**config.mk**
```make
export PLATFORM = sky130hd
export DESIGN_NAME = hid_report_queue_coalescer_core
export DESIGN_NICKNAME = d
export VERILOG_FILES = /design/src/rtl/hrqc_pkg.sv /design/src/rtl/hrqc_front.sv /design/src/rtl/hrqc_back.sv /design/src/rtl/hid_report_queue_coalescer_core.sv
export SDC_FILE = /design/constraint.sdc
export NUM_CORES = 1
export LEC_CHECK = 0
export BUFFER_PORTS_ARGS = -buffer_cell sky130_fd_sc_hd__buf_2
export CORE_UTILIZATION = 55
export DETAILED_ROUTE_END_ITERATION = 8
export PLACE_DENSITY = 0.73
export SYNTH_ARGS = -nofsm -noshare
export SYNTH_HDL_FRONTEND = slang
export SYNTH_SLANG_ARGS = --single-unit
```
**constraint.sdc**
```tcl
create_clock -name clk -period 6.77 [get_ports clk]
set_input_delay 1.0155 -clock clk [delete_from_list [all_inputs] [get_ports clk]]
set_output_delay 1.0155 -clock clk [all_outputs]
set_load 0.02 [all_outputs]
```
**src/rtl/hrqc_pkg.sv**
```systemverilog
package hrqc_pkg;

    localparam int QUEUE_DEPTH_DEF = 16;
    localparam int MAX_KEYS_DEF    = 6;
    localparam int KEY_SLOTS       = 6;
    localparam int LEVEL_MAX       = 15;

    localparam logic [1:0] OP_ENQUEUE  = 2'd0;
    localparam logic [1:0] OP_SEND     = 2'd1;
    localparam logic [1:0] OP_COMPLETE = 2'd2;

    localparam logic KIND_CONSUMER = 1'b0;
    localparam logic KIND_KEYBOARD = 1'b1;

    typedef struct packed {
        logic [1:0]  opcode;
        logic        report_kind;
        logic [15:0] report_value;
    } in_item_t;

    typedef struct packed {
        logic        sent;
        logic        sent_kind;
        logic [15:0] consumer_usage;
        logic [7:0]  key_0;
        logic [7:0]  key_1;
        logic [7:0]  key_2;
        logic [7:0]  key_3;
        logic [7:0]  key_4;
        logic [7:0]  key_5;
        logic [2:0]  key_count;
        logic [3:0]  queue_level;
    } out_item_t;

    // classified command handed from front to back
    typedef struct packed {
        logic        push;
        logic        send;
        logic        complete;
        logic        kind;
        logic [15:0] value;
    } cmd_t;

endpackage

```
**src/rtl/hrqc_front.sv**
```systemverilog
module hrqc_front
    import hrqc_pkg::*;
(
    input  logic     clk,
    input  logic     rst_n,
    input  logic     item_valid,
    output logic     item_ready,
    input  in_item_t item,
    output logic     cmd_valid,
    input  logic     cmd_ready,
    output cmd_t     cmd
);

    cmd_t       slot_reg [2];
    logic       wr_ptr_reg;
    logic       rd_ptr_reg;
    logic [1:0] cnt_reg;
    cmd_t       decoded;
    logic       push_en;
    logic       pop_en;

    always_comb
    begin
        decoded.push     = (item.opcode == OP_ENQUEUE);
        decoded.send     = (item.opcode == OP_SEND);
        decoded.complete = (item.opcode == OP_COMPLETE);
        decoded.kind     = item.report_kind;
        decoded.value    = item.report_value;
    end

    assign item_ready = (cnt_reg != 2'd2);
    assign cmd_valid  = (cnt_reg != 2'd0);
    assign cmd        = slot_reg[rd_ptr_reg];
    assign push_en    = item_valid && item_ready;
    assign pop_en     = cmd_valid && cmd_ready;

    always_ff @(posedge clk)
    begin
        if (push_en)
        begin
            slot_reg[wr_ptr_reg] <= decoded;
        end
    end

    always_ff @(posedge clk or negedge rst_n)
    begin
        if (!rst_n)
        begin
            wr_ptr_reg <= 1'b0;
            rd_ptr_reg <= 1'b0;
            cnt_reg    <= 2'd0;
        end
        else
        begin
            if (push_en)
            begin
                wr_ptr_reg <= !wr_ptr_reg;
            end
            if (pop_en)
            begin
                rd_ptr_reg <= !rd_ptr_reg;
            end
            if (push_en && !pop_en)
            begin
                cnt_reg <= cnt_reg + 2'd1;
            end
            else if (pop_en && !push_en)
            begin
                cnt_reg <= cnt_reg - 2'd1;
            end
        end
    end

endmodule

```
**src/rtl/hrqc_back.sv**
```systemverilog
module hrqc_back
    import hrqc_pkg::*;
#(
    parameter int QUEUE_DEPTH = QUEUE_DEPTH_DEF,
    parameter int MAX_KEYS    = MAX_KEYS_DEF
)
(
    input  logic      clk,
    input  logic      rst_n,
    input  logic      cmd_valid,
    output logic      cmd_ready,
    input  cmd_t      cmd,
    output logic      result_valid,
    input  logic      result_ready,
    output out_item_t result
);

    localparam int PW = (QUEUE_DEPTH > 1) ? $clog2(QUEUE_DEPTH) : 1;
    localparam logic [PW:0] DEPTH_V = (PW + 1)'(QUEUE_DEPTH);
    localparam logic [2:0]  MAX_K   = 3'(MAX_KEYS);

    typedef enum logic [2:0] {
        ST_IDLE,
        ST_PUSH,
        ST_POP,
        ST_WAIT,
        ST_COLLECT,
        ST_RESULT
    } state_t;

    state_t      state_reg,      state_next;
    logic [PW-1:0] head_reg,     head_next;
    logic [PW-1:0] tail_reg,     tail_next;
    logic        busy_reg,       busy_next;
    logic [16:0] push_data_reg,  push_data_next;
    logic        sent_reg,       sent_next;
    logic        kind_reg,       kind_next;
    logic [15:0] usage_reg,      usage_next;
    logic [7:0]  keys_reg [KEY_SLOTS];
    logic [7:0]  keys_next [KEY_SLOTS];
    logic [2:0]  idx_reg,        idx_next;
    logic        out_valid_reg,  out_valid_next;
    out_item_t   out_data_reg,   out_data_next;

    logic [16:0] ring_mem [QUEUE_DEPTH];
    logic [16:0] rd_data_reg;
    logic        wr_en;
    logic        empty;
    logic [PW:0] lvl_full;
    logic [3:0]  lvl_sat;
    logic [7:0]  last_key;
    logic [2:0]  idx_inc;
    logic        take;
    logic [PW-1:0] tail_adv;

    function automatic logic [PW-1:0] ring_next(input logic [PW-1:0] p);
        logic [PW-1:0] r;
        if ({1'b0, p} == DEPTH_V - 1'b1)
        begin
            r = '0;
        end
        else
        begin
            r = p + 1'b1;
        end
        return r;
    endfunction

    assign empty    = (head_reg == tail_reg);
    assign last_key = keys_reg[idx_reg];
    assign idx_inc  = idx_reg + 3'd1;
    assign tail_adv = ring_next(tail_reg);
    assign take     = (last_key != 8'd0) && !empty && (idx_inc < MAX_K)
                      && (rd_data_reg[16] == KIND_KEYBOARD)
                      && (rd_data_reg[15:0] != 16'd0);

    always_comb
    begin
        if (tail_reg >= head_reg)
        begin
            lvl_full = {1'b0, tail_reg} - {1'b0, head_reg};
        end
        else
        begin
            lvl_full = {1'b0, tail_reg} + DEPTH_V - {1'b0, head_reg};
        end
        if (8'(lvl_full) > 8'(LEVEL_MAX))
        begin
            lvl_sat = 4'(LEVEL_MAX);
        end
        else
        begin
            lvl_sat = 4'(lvl_full);
        end
    end

    always_ff @(posedge clk)
    begin
        if (wr_en)
        begin
            ring_mem[tail_reg] <= push_data_reg;
        end
        rd_data_reg <= ring_mem[head_reg];
    end

    always_comb
    begin
        state_next     = state_reg;
        head_next      = head_reg;
        tail_next      = tail_reg;
        busy_next      = busy_reg;
        push_data_next = push_data_reg;
        sent_next      = sent_reg;
        kind_next      = kind_reg;
        usage_next     = usage_reg;
        keys_next      = keys_reg;
        idx_next       = idx_reg;
        out_data_next  = out_data_reg;
        out_valid_next = out_valid_reg && !result_ready;
        cmd_ready      = 1'b0;
        wr_en          = 1'b0;

        case (state_reg)
            ST_IDLE:
            begin
                if (cmd_valid && !out_valid_reg)
                begin
                    cmd_ready  = 1'b1;
                    sent_next  = 1'b0;
                    kind_next  = KIND_CONSUMER;
                    usage_next = 16'd0;
                    idx_next   = 3'd0;
                    for (int k = 0; k < KEY_SLOTS; k++)
                    begin
                        keys_next[k] = 8'd0;
                    end
                    if (cmd.push)
                    begin
                        push_data_next = {cmd.kind, cmd.value};
                        state_next     = ST_PUSH;
                    end
                    else if (cmd.complete)
                    begin
                        busy_next  = 1'b0;
                        state_next = ST_RESULT;
                    end
                    else if (cmd.send && !busy_reg && !empty)
                    begin
                        busy_next  = 1'b1;
                        sent_next  = 1'b1;
                        state_next = ST_POP;
                    end
                    else
                    begin
                        state_next = ST_RESULT;
                    end
                end
            end
            ST_POP:
            begin
                head_next = ring_next(head_reg);
                if (rd_data_reg[16] == KIND_CONSUMER)
                begin
                    usage_next = rd_data_reg[15:0];
                    if (rd_data_reg[15:0] != 16'd0)
                    begin
                        push_data_next = {KIND_CONSUMER, 16'd0};
                        state_next     = ST_PUSH;
                    end
                    else
                    begin
                        state_next = ST_RESULT;
                    end
                end
                else
                begin
                    kind_next    = KIND_KEYBOARD;
                    keys_next[0] = rd_data_reg[7:0];
                    state_next   = ST_WAIT;
                end
            end
            ST_WAIT:
            begin
                state_next = ST_COLLECT;
            end
            ST_COLLECT:
            begin
                if (take)
                begin
                    keys_next[idx_inc] = rd_data_reg[7:0];
                    idx_next           = idx_inc;
                    head_next          = ring_next(head_reg);
                    state_next         = ST_WAIT;
                end
                else if (last_key != 8'd0)
                begin
                    push_data_next = {KIND_KEYBOARD, 16'd0};
                    state_next     = ST_PUSH;
                end
                else
                begin
                    state_next = ST_RESULT;
                end
            end
            ST_PUSH:
            begin
                wr_en     = 1'b1;
                tail_next = tail_adv;
                if (tail_adv == head_reg)
                begin
                    head_next = ring_next(head_reg);
                end
                state_next = ST_RESULT;
            end
            ST_RESULT:
            begin
                out_valid_next               = 1'b1;
                out_data_next.sent           = sent_reg;
                out_data_next.sent_kind      = kind_reg;
                out_data_next.consumer_usage = usage_reg;
                out_data_next.key_0          = keys_reg[0];
                out_data_next.key_1          = keys_reg[1];
                out_data_next.key_2          = keys_reg[2];
                out_data_next.key_3          = keys_reg[3];
                out_data_next.key_4          = keys_reg[4];
                out_data_next.key_5          = keys_reg[5];
                out_data_next.key_count      = (keys_reg[0] == 8'd0) ? 3'd0 : idx_inc;
                out_data_next.queue_level    = lvl_sat;
                state_next                   = ST_IDLE;
            end
            default:
            begin
                state_next = ST_IDLE;
            end
        endcase
    end

    always_ff @(posedge clk or negedge rst_n)
    begin
        if (!rst_n)
        begin
            state_reg     <= ST_IDLE;
            head_reg      <= '0;
            tail_reg      <= '0;
            busy_reg      <= 1'b0;
            push_data_reg <= '0;
            sent_reg      <= 1'b0;
            kind_reg      <= 1'b0;
            usage_reg     <= '0;
            idx_reg       <= '0;
            out_valid_reg <= 1'b0;
            out_data_reg  <= '0;
            for (int k = 0; k < KEY_SLOTS; k++)
            begin
                keys_reg[k] <= '0;
            end
        end
        else
        begin
            state_reg     <= state_next;
            head_reg      <= head_next;
            tail_reg      <= tail_next;
            busy_reg      <= busy_next;
            push_data_reg <= push_data_next;
            sent_reg      <= sent_next;
            kind_reg      <= kind_next;
            usage_reg     <= usage_next;
            idx_reg       <= idx_next;
            out_valid_reg <= out_valid_next;
            out_data_reg  <= out_data_next;
            keys_reg      <= keys_next;
        end
    end

    assign result_valid = out_valid_reg;
    assign result       = out_data_reg;

endmodule

```
**src/rtl/hid_report_queue_coalescer_core.sv**
```systemverilog
// HID report queue with keyboard coalescing.
// Input channel (item_valid/item_ready/item): enqueue a report, offer a send
// slot, or signal that the previous transfer completed. Every item produces
// exactly one result on the output channel (result_valid/result_ready/result).
// A two-entry command queue decouples acceptance from execution, so items are
// taken while the sequencer is busy or a result is waiting.
// A keyboard send coalesces up to MAX_KEYS queued keyboard reports (6 by default).
// Each ring read passes through the registered memory read (ST_WAIT) and a
// decision state (ST_COLLECT), which sets the per-key cost of coalescing.
// The sequencer runs one command at a time; no new command starts while a
// result waits.
// Reset clears pointers, the outstanding-transfer flag and both channels;
// ring contents are not cleared and only written entries are ever read.
// If the receiver stalls, the result is held and the sequencer waits; the
// command queue keeps taking items until both of its slots are full.
module hid_report_queue_coalescer_core
    import hrqc_pkg::*;
#(
    parameter int QUEUE_DEPTH = QUEUE_DEPTH_DEF,
    parameter int MAX_KEYS    = MAX_KEYS_DEF
)
(
    input  logic      clk,
    input  logic      rst_n,
    input  logic      item_valid,
    output logic      item_ready,
    input  in_item_t  item,
    output logic      result_valid,
    input  logic      result_ready,
    output out_item_t result
);

    logic cmd_valid;
    logic cmd_ready;
    cmd_t cmd;

    hrqc_front u_front (
        .clk        (clk),
        .rst_n      (rst_n),
        .item_valid (item_valid),
        .item_ready (item_ready),
        .item       (item),
        .cmd_valid  (cmd_valid),
        .cmd_ready  (cmd_ready),
        .cmd        (cmd)
    );

    hrqc_back #(
        .QUEUE_DEPTH (QUEUE_DEPTH),
        .MAX_KEYS    (MAX_KEYS)
    ) u_back (
        .clk          (clk),
        .rst_n        (rst_n),
        .cmd_valid    (cmd_valid),
        .cmd_ready    (cmd_ready),
        .cmd          (cmd),
        .result_valid (result_valid),
        .result_ready (result_ready),
        .result       (result)
    );

endmodule

```
Yosys cells after proc, flatten, opt, wreduce, memory -nomap -nowiden:

Memories as Yosys holds them, arrays and structs flattened. A register that Yosys moved wholly into a read port is not among the register bits.
Index checks and enable logic that the tools add are counted.

* word-level logic and storage cells: 170
* register bits after elaboration: 176
* bits in writable memories: 312
* output and inout bits: 75
* memories: 2

Memory list
* u_back.ring_mem: words 16, width 17, rd ports 1, clocked after memory_dff 1, write ports 1, RTL line hrqc_back.sv:45 `logic [16:0] ring_mem [QUEUE_DEPTH];`
* u_front.slot_reg: words 2, width 20, rd ports 1, clocked after memory_dff 0, write ports 1, RTL line hrqc_front.sv:14 `cmd_t slot_reg [2];`

* bitwise gates (word level): 3
* add/subtract/negate cells: 8
* reduce and logical (&&, ||, !) cells: 41
* order comparisons: 6
* eq/ne operators: 21
* multiplexer cells: 59

Operator list (number)
* two-way mux 17 bit: 6
* two-way mux 48 bit: 2
* one-hot mux 40 bit (2 select lines): 1
* one-hot mux 17 bit (3 select lines): 1
* bitwise mux 48 bit: 1
* two-way mux 3 bit: 11
* two-way mux 16 bit: 2
* two-way mux 8 bit: 4
* one-hot mux 16 bit (2 select lines): 1
* binary-select mux 8 bit (select 3 bit): 1
* demux 8 bit (select 3 bit): 1
* one-hot mux 8 bit (3 select lines): 1
* two-way mux 4 bit: 5
* nonzero test 16 bit: 1
* two-way mux 1 bit: 15
* one-hot mux 3 bit (5 select lines): 1
* logical AND 1 bit: 13
* != test 2 x 1 -> 1 bit (second input constant): 6
* one-hot mux 4 bit (3 select lines): 1
* AND reduction 3 bit: 4
* nonzero test 2 bit: 5
* adder 4 x 1 -> 4 bit (second input constant): 2
* equality test 4 bit: 2
* equality test 4 bit (second input constant): 2
* other kinds (32): 49

Logic depth before layout (Yosys ltp):

Gate-level depths: netlist (run 1).

* word-level depth: 11
* gate-level depth with buffers: 11
* depth with buffers taken out: 10

Cells and area by module:

From an unflattened synthesis (run 1), not the netlist that was laid out.

* cells, all modules: 1252
* area, all modules: 19760.2 um^2

Modules (own cells, without submodules)
* hrqc_back: sequential area each 12812.3 um^2, cells an instance 1169, area each 18078.6 um^2, instances 1
* hrqc_front: sequential area each 1301.2 um^2, cells an instance 83, area each 1681.6 um^2, instances 1

Worst setup path before layout (run 1):

No wires, ideal clock.

* path type: register to register
* start: register u_back.head_reg[2]
* end: register u_back.keys_reg[32] (netlist name)
* arrival time: 3.003 ns
* buffers on the path: 4
* stages on the path, launching flop included: 12
* setup slack: 3.643 ns
* required time: 6.645 ns
* period minus slack after synthesis: 3.127 ns
* path through: dfrtp_1 clkbuf_1 inv_2 clkbuf_1 ha_1 nand4_1 nand4_1 or3_1 buf_6 or4_4 buf_6 mux2i_1

* word-level cells in the longest chain between the ends: 8

Ends and longest elaborated chain
* from (decl): RTL line hrqc_back.sv:32 `logic [PW-1:0] head_reg, head_next;`
* from (signal assigned): RTL line hrqc_back.sv:261 `head_reg <= head_next;`
* equality test 4 bit: RTL line hrqc_back.sv:69 `assign empty = (head_reg == tail_reg);`
* logical NOT 1 bit: RTL line hrqc_back.sv:73 `assign take = (last_key != 8'd0) && !empty && (idx_inc < MAX_K)`
* logical AND 1 bit (2 in series): RTL line hrqc_back.sv:73
* logical AND 1 bit: RTL line hrqc_back.sv:74 `&& (rd_data_reg[16] == KIND_KEYBOARD)`
* logical AND 1 bit: RTL line hrqc_back.sv:75 `&& (rd_data_reg[15:0] != 16'd0);`
* != test 2 x 1 -> 1 bit (no line)
* AND reduction 3 bit (no line)
* to (signal assigned): RTL line hrqc_back.sv:271 `keys_reg <= keys_next;`
* to (decl): RTL line hrqc_back.sv:39 `logic [7:0] keys_reg [KEY_SLOTS];`

Every way passes these cells.
A chain may end at the register's enable or synchronous reset.

Worst setup path after layout (run 1):

* start: register u_back.head_reg[3]
* end: register u_back.push_data_reg[10]

* word-level cells in the longest chain between the ends: 8

Ends and longest elaborated chain
* equality test 4 bit: RTL line hrqc_back.sv:69
* logical NOT 1 bit: RTL line hrqc_back.sv:73
* logical AND 1 bit (2 in series): RTL line hrqc_back.sv:73
* logical AND 1 bit: RTL line hrqc_back.sv:74
* logical AND 1 bit: RTL line hrqc_back.sv:75
* != test 2 bit (no line)
* AND reduction 7 bit (no line)
* to (signal assigned): RTL line hrqc_back.sv:264 `push_data_reg <= push_data_next;`
* to (decl): RTL line hrqc_back.sv:35 `logic [16:0] push_data_reg, push_data_next;`

Every way passes these cells.

==> metrics.yaml, run 1 <==
seqCellArea_um2: 14100
multi_input_area_um2: 5260
netlist_area_um2: 19700
power.leakage_nw: 8.96
grt_pass1_vias: 10900
cts_hold_buf: 0
gp_congestion: 0.834
start_kind: "register"
grt_usage_pct: 23.5
setup-tns-final_ps: 0
switching_share_pct: 32.9
rsz0062_at_grt: "no"
final_nets: 1409
r2r_slack_ps: 3130
die_area_um2: 36500
fmax_ghz: 0.275
synth_edf_count: 312
grt_pass1_wl_mm: 63.7
syn_inst: 1263
worst_pin_slew_ps: 1260
grt_max_degree: 117
h-tree-depth: 2
fin_crit_ps: 3640
cp_max_fo: 20
ys.flop_type: "edfxtp_1"
vias_per_cell: 5.88
wl_per_cell_um: 22.1
cts_tree: "done"
utilization_pct: 64.0
cts_buffers: 49
drv_cap: 0
antenna_found_initial: 1
ys_seq_area_share_pct: 71.7
drc: 0
root_buffer: "clkbuf_16"
io_buffer_count: 97
clk_latency_ps: 570
core_area_um2: 34900
io_pins: 98
path_clk_slew_ps: 60
hold_class: "reg2reg"
gr-total-overflow: 0
crit_required_ps: 7220
finalSetupViolations: 0
hpwl_mm: 25.1
cp-end-kind: "register"
status: "finished, final reports clean"
p_seq_share_pct: 46.4
synth_seq_cells: 505
yosys_warnings: 0
pwr-share-comb_pct: 26.9
post-route-period-util_pct: 53.7
num-fill-cells: 2516
cp.arrival_ps: 4090
slew_viol_final: 0
postSynthAreaPerCell_um2: 15.6
p_clk_share_pct: 26.7
postCtsSetupRepairBufs: 0
slew_headroom_pct: 15.8
clock_path_buffers: 3
routed_wl_mm: 41.3
power_density_nw_per_um2: 453
final_layout_size_suffix_gt1_share_pct: 22.3
power.net_switching_mw: 3.33
cts_sinks: 505
path_class: "reg2reg"
skew_ps: 20.5
yosysUniqueCellTypes: 59
vias: 11000
syn_nets: 1298
p_int_mw: 6.79
largest_reg_flops: 272
synthArstFlopShare_pct: 34.9
initial_core_util_pct: 56.4
areaGrowthSynthToFinish_pct: 13.4
detailedRoute.firstPassIterationCount: 6
std_cell_rows: 68
die_w_um: 191
cts_resized: 0
ir_drop_uv: 289
antenna_left: 0
hold_viol: 0
die_h_um: 191
drt_iter0_markers: 997
## layout by cell type, fill, tap and decap left out, drive strengths merged, types with 11 or more instances in the layout
master	netlist	final
ha	11	11
dfxtp	17	17
nand2	298	298
nor2	37	37
clkbuf	48	73
dfrtp	176	176
buf	13	121
edfxtp	312	312
mux4	85	85
mux2i	35	35
xnor2	11	11
mux2	21	21
a22o	29	29
nor4	14	14
inv	23	24
clkinv	0	14
o21ai	23	23
nand3	14	14
## logic make-up (layout without fill, tap and decap cells)
kind of cell | after synthesis | in the layout | synth area share (%)
xor+xnor | 17 | 17 | 0.795
compound gates | 97 | 97 | 3.52
fa+ha+maj | 12 | 12 | 0.801
flops | 505 | 505 | 71.7
buf+inv | 84 | 236 | 1.74
simple gates | 407 | 407 | 8.75
mux | 141 | 141 | 12.7
other cells | 0 | 1 | 0
## stage by stage
stage | hold slack (ps) | instances | power, mW | worst slack (ps) | instance area [um^2]
global route | 475 | 1870 | 10.6 | 2850 | 22300
finish | 450 | 1871 | 10.1 | 3130 | 22300
CTS | 455 | 1870 | 10.2 | 3180 | 22300
global placement | 438 | 1778 | 7.40 | 3270 | 20700
floorplan | 428 | 1263 | 6.53 | 3640 | 19700
detailed placement | 446 | 1778 | 7.48 | 3200 | 20700
## layout make-up
cell class              count  share of cell area (%)
clock inverters            19                   0.869
multi-input cells         674                    23.5
clock buffers              73                    6.39
well taps                 455                    2.55
flip-flops and latches    505                    63.2
repair buffers            121                    3.01
diodes                      1                  0.0112
inverters                  23                   0.387
## layer usage
metal | vias to the layer above | wire length (um) | GRT usage, % | share of wire [%]
li1 | 4912 | - | - | -
met1 | 5583 | 17000 | 32.0 | 41
met2 | 422 | 20300 | 38.9 | 49
met3 | 77 | 2920 | 3.84 | 7.1
met4 | 0 | 1030 | 7.48 | 2.5
met5 | - | 0 | 0 | 0
## cell usage after synthesis (all sizes together), types with 8 or more instances
master  number  area share, %
edfxtp     312             48
nand2      298            5.7
dfrtp      176             22
mux4        85            9.7
clkbuf      48           0.92
nor2        37           0.72
mux2i       35            1.8
a22o        29            1.3
inv         23           0.44
o21ai       23           0.58
mux2        21            1.2
dfxtp       17            1.7
nand3       14           0.36
nor4        14           0.52
buf         13           0.38
ha          11           0.70
xnor2       11           0.49
nor3        10           0.25
o31ai       10           0.38
a21oi        9           0.23
nand4        8           0.25
## final timing paths
path                                         from                       end  cells past startpoint
min                        u_back.rd_data_reg[12]      u_back.usage_reg[12]                      2
min reg2reg                u_back.rd_data_reg[12]      u_back.usage_reg[12]                      2
max reg2reg                    u_back.head_reg[3]  u_back.push_data_reg[10]                      7
max in group asynchronous                   rst_n       u_back.keys_reg[13]                      2
min in group asynchronous                   rst_n         u_back.result[64]                      1
max                            u_back.head_reg[3]  u_back.push_data_reg[10]                      7
## worst max-delay path, stage by stage (launching register included)
cell and delay [ps]:
dfrtp_1 1080, inv_1 270, ha_1 430, nand4_1 190, nand4_1 180, or3_1 370
nand3b_1 570, a22o_1 430
## power groups by stage
stage	Sequential [mW]	Combinational, mW	Clock [mW]
after floorplan	4.50	2.03	0
after global placement	4.72	2.69	0
after detailed placement	4.76	2.72	0
after CTS	4.70	2.75	2.75
after global routing	4.78	2.95	2.86
final	4.70	2.72	2.70
(Power assumes the default switching activity.)
==> inputs of run 2 (changes only) <==
Settings changed: PLACE_DENSITY 0.73 to 0.76.
Clock period 6.77 ns to 3.05 ns, I/O delays scaled along.
==> run 2 against run 1 <==
Sequential share of layout area down 0.66 points. Largest power group unchanged. Critical path type unchanged. Maximum frequency up 29%. Global-route usage up 0.89 points. Setup slack worse by 2900 ps. Critical path depth down 1. Worst hold slack worse by 390 ps. Design area up 1.1%. Highest routed layer unchanged. Largest cell class unchanged. Core utilization up 0.68 points.
==> metrics.yaml, run 2 (synthesized netlist as in run 1, its figures left out) <==
final_layout_size_suffix_gt1_share_pct: 23.3  # +1.1 points
hpwl_mm: 25.9  # +3.4%
areaGrowthSynthToFinish_pct: 14.6
final_common_cell: "edfxtp_1"
antenna_found_initial: 1  # unchanged
worst_pin_slew_ps: 1210  # -51.4 ps
slew_headroom_pct: 19.2  # +3.4 points
gp_congestion: 0.843  # +1.0%
clk_latency_ps: 580  # about the same
detailedRoute.firstPassIterationCount: 5  # -1
power_mw: 22.8  # +130%
crit_required_ps: 3480  # -3740 ps
fmax_ghz: 0.355  # +29%
worst_path_largest_cell_delay_ps: 610  # -470 ps
h-tree-depth: 2  # unchanged
cp-end-kind: "register"
path_clk_slew_ps: 60  # about the same
p_seq_share_pct: 44.6  # -1.8 points
io_buffer_count: 97  # unchanged
utilization_pct: 64.7  # +0.68 points
clock_path_buffers: 3  # unchanged
rsz0062_at_grt: "no"
grt_use_met1_pct: 32.8  # +0.81 points
path_cells: "ha_1 -> nand4_1 -> nand4_1 -> or3_1 -> or3_1 -> mux2i_1"
grt_pass1_vias: 11300  # +3.7%
drc: 0  # unchanged
largest_reg_flops: 272  # unchanged
switching_share_pct: 32.9  # about the same
grt_pass1_wl_mm: 65.8  # +3.3%
hold_class: "in2reg"
vias_per_cell: 5.93  # +0.88%
cp_max_fo: 11  # -45%
cp.arrival_ps: 3250  # -840 ps
die_w_um: 191  # unchanged
routed_wl_mm: 43.1  # +4.4%
power.leakage_nw: 9.09  # +1.5%
die_area_um2: 36500  # unchanged
post-route-period-util_pct: 92.4  # +39 points
final.setup.worst_slack_ps: 231  # -2900 ps
std_cell_rows: 68  # unchanged
skew_ps: 23.2  # +2.74 ps
power.net_switching_mw: 7.52  # +130%
setup-tns-final_ps: 0  # unchanged
final_nets: 1434  # +1.8%
grt_usage_pct: 24.4  # +0.89 points
drt_iter0_markers: 962  # -3.5%
cts_buffers: 50  # +2.0%
ir_drop_uv: 748  # +160%
io_pins: 98  # unchanged
cts_tree: "done"
place_ws_ps: 279  # -2920 ps
status: "finished, final reports clean"
power_density_nw_per_um2: 1010  # +120%
path_class: "reg2reg"
finalSetupViolations: 0  # unchanged
root_buffer: "clkbuf_16"
slew_viol_final: 0  # unchanged
grt_max_degree: 75  # -36%
vias: 11200  # +1.9%
cpMaxStageDelayCell: "or3_1"
hold_viol: 0  # unchanged
drv_cap: 0  # unchanged
start_kind: "register"
fin_crit_ps: 2820  # -819 ps
gr-total-overflow: 0  # unchanged
diodes: 0  # -1
initial_core_util_pct: 56.4  # unchanged
p_int_mw: 15.3  # +130%
die_h_um: 191  # unchanged
p_clk_share_pct: 26.7  # about the same
cts_sinks: 505  # unchanged
grtUsageMet2_pct: 39.7  # +0.81 points
wl_per_cell_um: 22.8  # +3.3%
top_usage_layer: "met2"
cts_resized: 0  # unchanged
pwr-share-comb_pct: 28.7  # +1.8 points
met3_usage_pct: 4.48  # +0.64 points
core_area_um2: 34900  # unchanged
antenna_left: 0  # unchanged
layout_common_cells: "edfxtp_1, nand2_1, dfrtp_1"
[run 2: cell types whose count changed in the layout (fill, tap and decap cells not counted), sizes merged]
cell and delta:
diode -1, buf +23, inv -1, clkbuf -7
dlygate4sd3 +1, bufinv +1, clkinv +3
[run 2: cell type report]
type                       count  area (um^2)
sequential                   505        14100
multi-input combinational    674         5260
clock buffer                  66         1420
tap                          455          569
timing repair buffer         145          892
clock inverter                22          225
inverter                      23         86.3
fill                        2430        12300
[run 2: power by group through the flow]
stage	clock network, mW	logic (mW)	registers, mW
after detailed placement	0	6.54	10.3
final	6.09	6.57	10.2
after floorplan	0	4.52	9.99
after CTS	6.20	6.61	10.2
after global routing	6.43	7.11	10.3
after global placement	0	6.41	10.2
[run 2: what timing repair did]
item | CTS | global route
buffers inserted | 0 | 0
endpoints found under the setup margin | 0 | 0
hold buffers | 1 | 0
hold endpoints to repair | 70 | 0
[run 2: worst max-delay path: cells and delay by family, from the launching register on]
kind                       cells  cell delay, ps
DFF                            1             590
and+or+nand+nor                4            1570
muxes                          1             190
adders and majority gates      1             350
[run 2: per-stage QoR]
step                      hold WS [ps]  cells  cell area [um^2]
final                             59.9   1890             22600
after global routing              42.2   1890             22600
after CTS                         31.8   1890             22600
after detailed placement           444   1801             20900
after global placement             439   1801             20900
after floorplan                    162   1263             19700
[run 2: worst paths after layout]
kind	start	to	slack, ps	cells after the start
worst max-delay path	u_back.tail_reg[3]	u_back.keys_reg[23]	230	6
worst min-delay path	item[1]	u_front.slot_reg[0][1]	60	1
worst max register to register	u_back.tail_reg[3]	u_back.keys_reg[23]	230	6
worst min register to register	u_back.rd_data_reg[10]	u_back.usage_reg[10]	450	2
max in group asynchronous	rst_n	u_back.keys_reg[11]	1760	3
min in group asynchronous	rst_n	u_back.result[63]	470	2
[run 2: routing by layer]
metal,vias up,part of all wire [%],wire [um]
met3,123,6.9,2990
met2,476,50,21500
li1,4959,-,-
met1,5645,40,17100
met5,-,0,0
met4,0,3.4,1480
==> inputs of run 3 (changes only) <==
Settings changed: SYNTH_HIERARCHICAL from default to 1.
==> run 3 against run 2 <==
Maximum frequency down 3.9%. Die area up 0.38%. Worst hold slack better by 9.9 ps. Synthesized cell count down 0.87%. Design area grew 0.27%. Largest cell class unchanged. First-iteration DRC count rose by 14%. Via count down 0.20%.
==> metrics.yaml, run 3 <==
grt_pass1_wl_mm: 65.2  # -1.0%
vias: 11200  # -0.20%
final_layout_size_suffix_gt1_share_pct: 24.6  # +1.3 points
detailedRoute.firstPassIterationCount: 5  # unchanged
power_density_nw_per_um2: 1030  # +1.5%
die_h_um: 192  # +0.19%
final_common_cell: "edfxtp_1"
clk_latency_ps: 580  # about the same
diodes: 0  # unchanged
io_buffer_count: 97  # unchanged
hold_class: "in2reg"
cp-end-kind: "register"
core_area_um2: 35500  # +1.7%
min_path_cells: 2  # +1
cpMaxStageDelayCell: "dfrtp_4"
syn_inst: 1252  # -0.87%
path_buf_inv: 2  # +2
cts_tree: "done"
seqCellArea_um2: 14100  # about the same
ys_seq_area_share_pct: 71.4  # -0.28 points
worst_path_largest_cell_delay_ps: 490  # -120 ps
io_pins: 98  # unchanged
drv_cap: 0  # unchanged
layout_common_cells: "edfxtp_1, nand2_1, dfrtp_1"
grt_usage_pct: 24.0  # -0.33 points
multi_input_area_um2: 5270  # +0.19%
gr-total-overflow: 0  # unchanged
power.leakage_nw: 9.15  # +0.66%
slew_viol_final: 0  # unchanged
crit_required_ps: 3550  # +70 ps
vias_per_cell: 5.90  # -0.51%
ir_drop_uv: 694  # -7.2%
skew_ps: 18.0  # -5.29 ps
worst_pin_slew_ps: 1080  # -129 ps
h-tree-depth: 2  # unchanged
synth_seq_cells: 505  # unchanged
place_area_um2: 21000  # +0.56%
crit_family: "simple AND/OR/NAND/NOR gates"
routed_wl_mm: 42.4  # -1.7%
hold_end: "u_back/result_valid"
areaGrowthSynthToFinish_pct: 14.5
synthArstFlopShare_pct: 34.9  # unchanged
synth_edf_count: 312  # unchanged
die_area_um2: 36700  # +0.38%
cts_sinks: 505  # unchanged
yosysUniqueCellTypes: 65  # +10%
path_clk_slew_ps: 60  # about the same
antenna_found_initial: 2  # +1
timing.rr.start: "u_back/head_reg[0]"
synth_most_common_cell: "edfxtp_1"
finalSetupViolations: 0  # unchanged
post-route-period-util_pct: 96.2  # +3.8 points
synth_common_cells: "edfxtp_1, nand2_1, dfrtp_1, mux4_2, a22o_1"
synth_top_area_share_pct: 47.4  # -0.18 points
final_nets: 1431  # -0.21%
status: "finished, final reports clean"
syn_nets: 1287  # -0.85%
drc: 0  # unchanged
rsz0062_at_grt: "no"
path_cells: "ha_1 -> nand4_1 -> o21ai_0 -> or4_4 -> or4_4 -> buf_4 -> nor4_4 -> buf_4 -> a22o_1"
antenna_left: 0  # unchanged
slew_headroom_pct: 28.1  # +8.9 points
rr_worst_depth: 9  # +3
synth_area_leaders: "edfxtp_1, dfrtp_1, mux4_2"
grt_max_degree: 78  # +4.0%
setup-tns-final_ps: 0  # unchanged
drt_iter0_markers: 1094  # +14%
r2r-end: "u_back/keys_reg[5]"
fmax_ghz: 0.341  # -3.9%
r2r_slack_ps: 120  # -110 ps
cp.arrival_ps: 3440  # +190 ps
fin_crit_ps: 2930  # +115 ps
yosys_warnings: 6  # +6
ys.flop_type: "edfxtp_1"
path_class: "reg2reg"
root_buffer: "clkbuf_16"
min_from: "result_ready"
postSynthAreaPerCell_um2: 15.8  # +1.3%
netlist_area_um2: 19800  # +0.39%
grt_pass1_vias: 11200  # -0.61%
largest_reg_flops: 272  # unchanged
cp_max_fo: 10  # -1
fin_area_um2: 22600  # +0.27%
synth_top_area_cell: "edfxtp_1"
num-fill-cells: 2455  # +1.0%
die_w_um: 192  # +0.19%
gp_congestion: 0.828  # -1.7%
clock_path_buffers: 3  # unchanged
wl_per_cell_um: 22.3  # -2.0%
initial_core_util_pct: 55.7  # -0.74 points
hpwl_mm: 24.8  # -4.4%
std_cell_rows: 69  # +1.5%
start_kind: "register"
cts_buffers: 48  # -4.0%
hold_viol: 0  # unchanged
## run 3: logic make-up after synthesis
logic type,Yosys count,share of synthesized area (%)
flops,505,71.4
simple gates,378,8.67
mux,126,11.9
compound gates,122,4.41
buf+inv,94,2.01
xor+xnor,15,0.760
fa+ha+maj,12,0.798
## run 3: layout make-up
cell class	instances	area share, %
Clock buffer	61	5.57
Clock inverter	28	1.39
Inverter	31	0.514
Multi-Input combinational cell	653	23.3
Sequential cell	505	62.4
Tap cell	461	2.55
Timing Repair Buffer	157	4.29
## run 3: timing repair
action	CTS	global route
buffers inserted	0	1
hold endpoints to repair	74	0
hold buffers	1	0
gates resized for setup	0	2
endpoints found under the setup margin	0	29
## run 3: worst max-delay path by stage
| stage | cells past startpoint | slack [ps] | endpoint | from |
|---|---|---|---|---|
| after global placement | 9 | 200 | u_back/keys_reg[6] | u_back/tail_reg[0] |
| after CTS | 9 | 90 | u_back/keys_reg[5] | u_back/tail_reg[0] |
| after global routing | 10 | 5 | u_back/keys_reg[2] | u_back/head_reg[2] |
| after detailed placement | 9 | 140 | u_back/keys_reg[5] | u_back/tail_reg[0] |
| final | 9 | 120 | u_back/keys_reg[5] | u_back/head_reg[0] |
| after floorplan | 11 | 50 | u_back/push_data_reg[16] | u_back/head_reg[1] |
## run 3: worst reg2reg max path, stage by stage (launching register included)
cell     delay, ps
dfrtp_4        490
ha_1           350
nand4_1        180
o21ai_0        120
or4_4          440
or4_4          460
buf_4          220
nor4_4         250
buf_4          200
a22o_1         150
## run 3: metrics by stage
| stage | total power, mW | hold slack (ps) | std cells | setup WS [ps] | util (%) |
|---|---|---|---|---|---|
| after detailed placement | 17.4 | 449 | 1805 | 140 | 59.3 |
| final | 23.3 | 69.9 | 1896 | 116 | 63.8 |
| after global routing | 24.3 | 59.3 | 1896 | 4.85 | 63.8 |
| after global placement | 17.1 | 446 | 1805 | 203 | 59.3 |
| after floorplan | 14.9 | 162 | 1252 | 49.1 | - |
| after CTS | 23.3 | 54.2 | 1895 | 90.4 | 63.7 |
## run 3: layer usage
| layer | vias to the layer above | wire length, um | GRT usage, % |
|---|---|---|---|
| li1 | 4954 | - | - |
| met1 | 5647 | 16900 | 31.9 |
| met2 | 477 | 21100 | 39.9 |
| met3 | 103 | 2890 | 3.95 |
| met4 | 0 | 1480 | 9.31 |
| met5 | - | 0 | 0 |
## run 3: power breakdown
group | internal (mW) | switching [mW]
registers | 9.10 | 1.19
clock network | 3.44 | 2.47
logic | 2.95 | 4.11
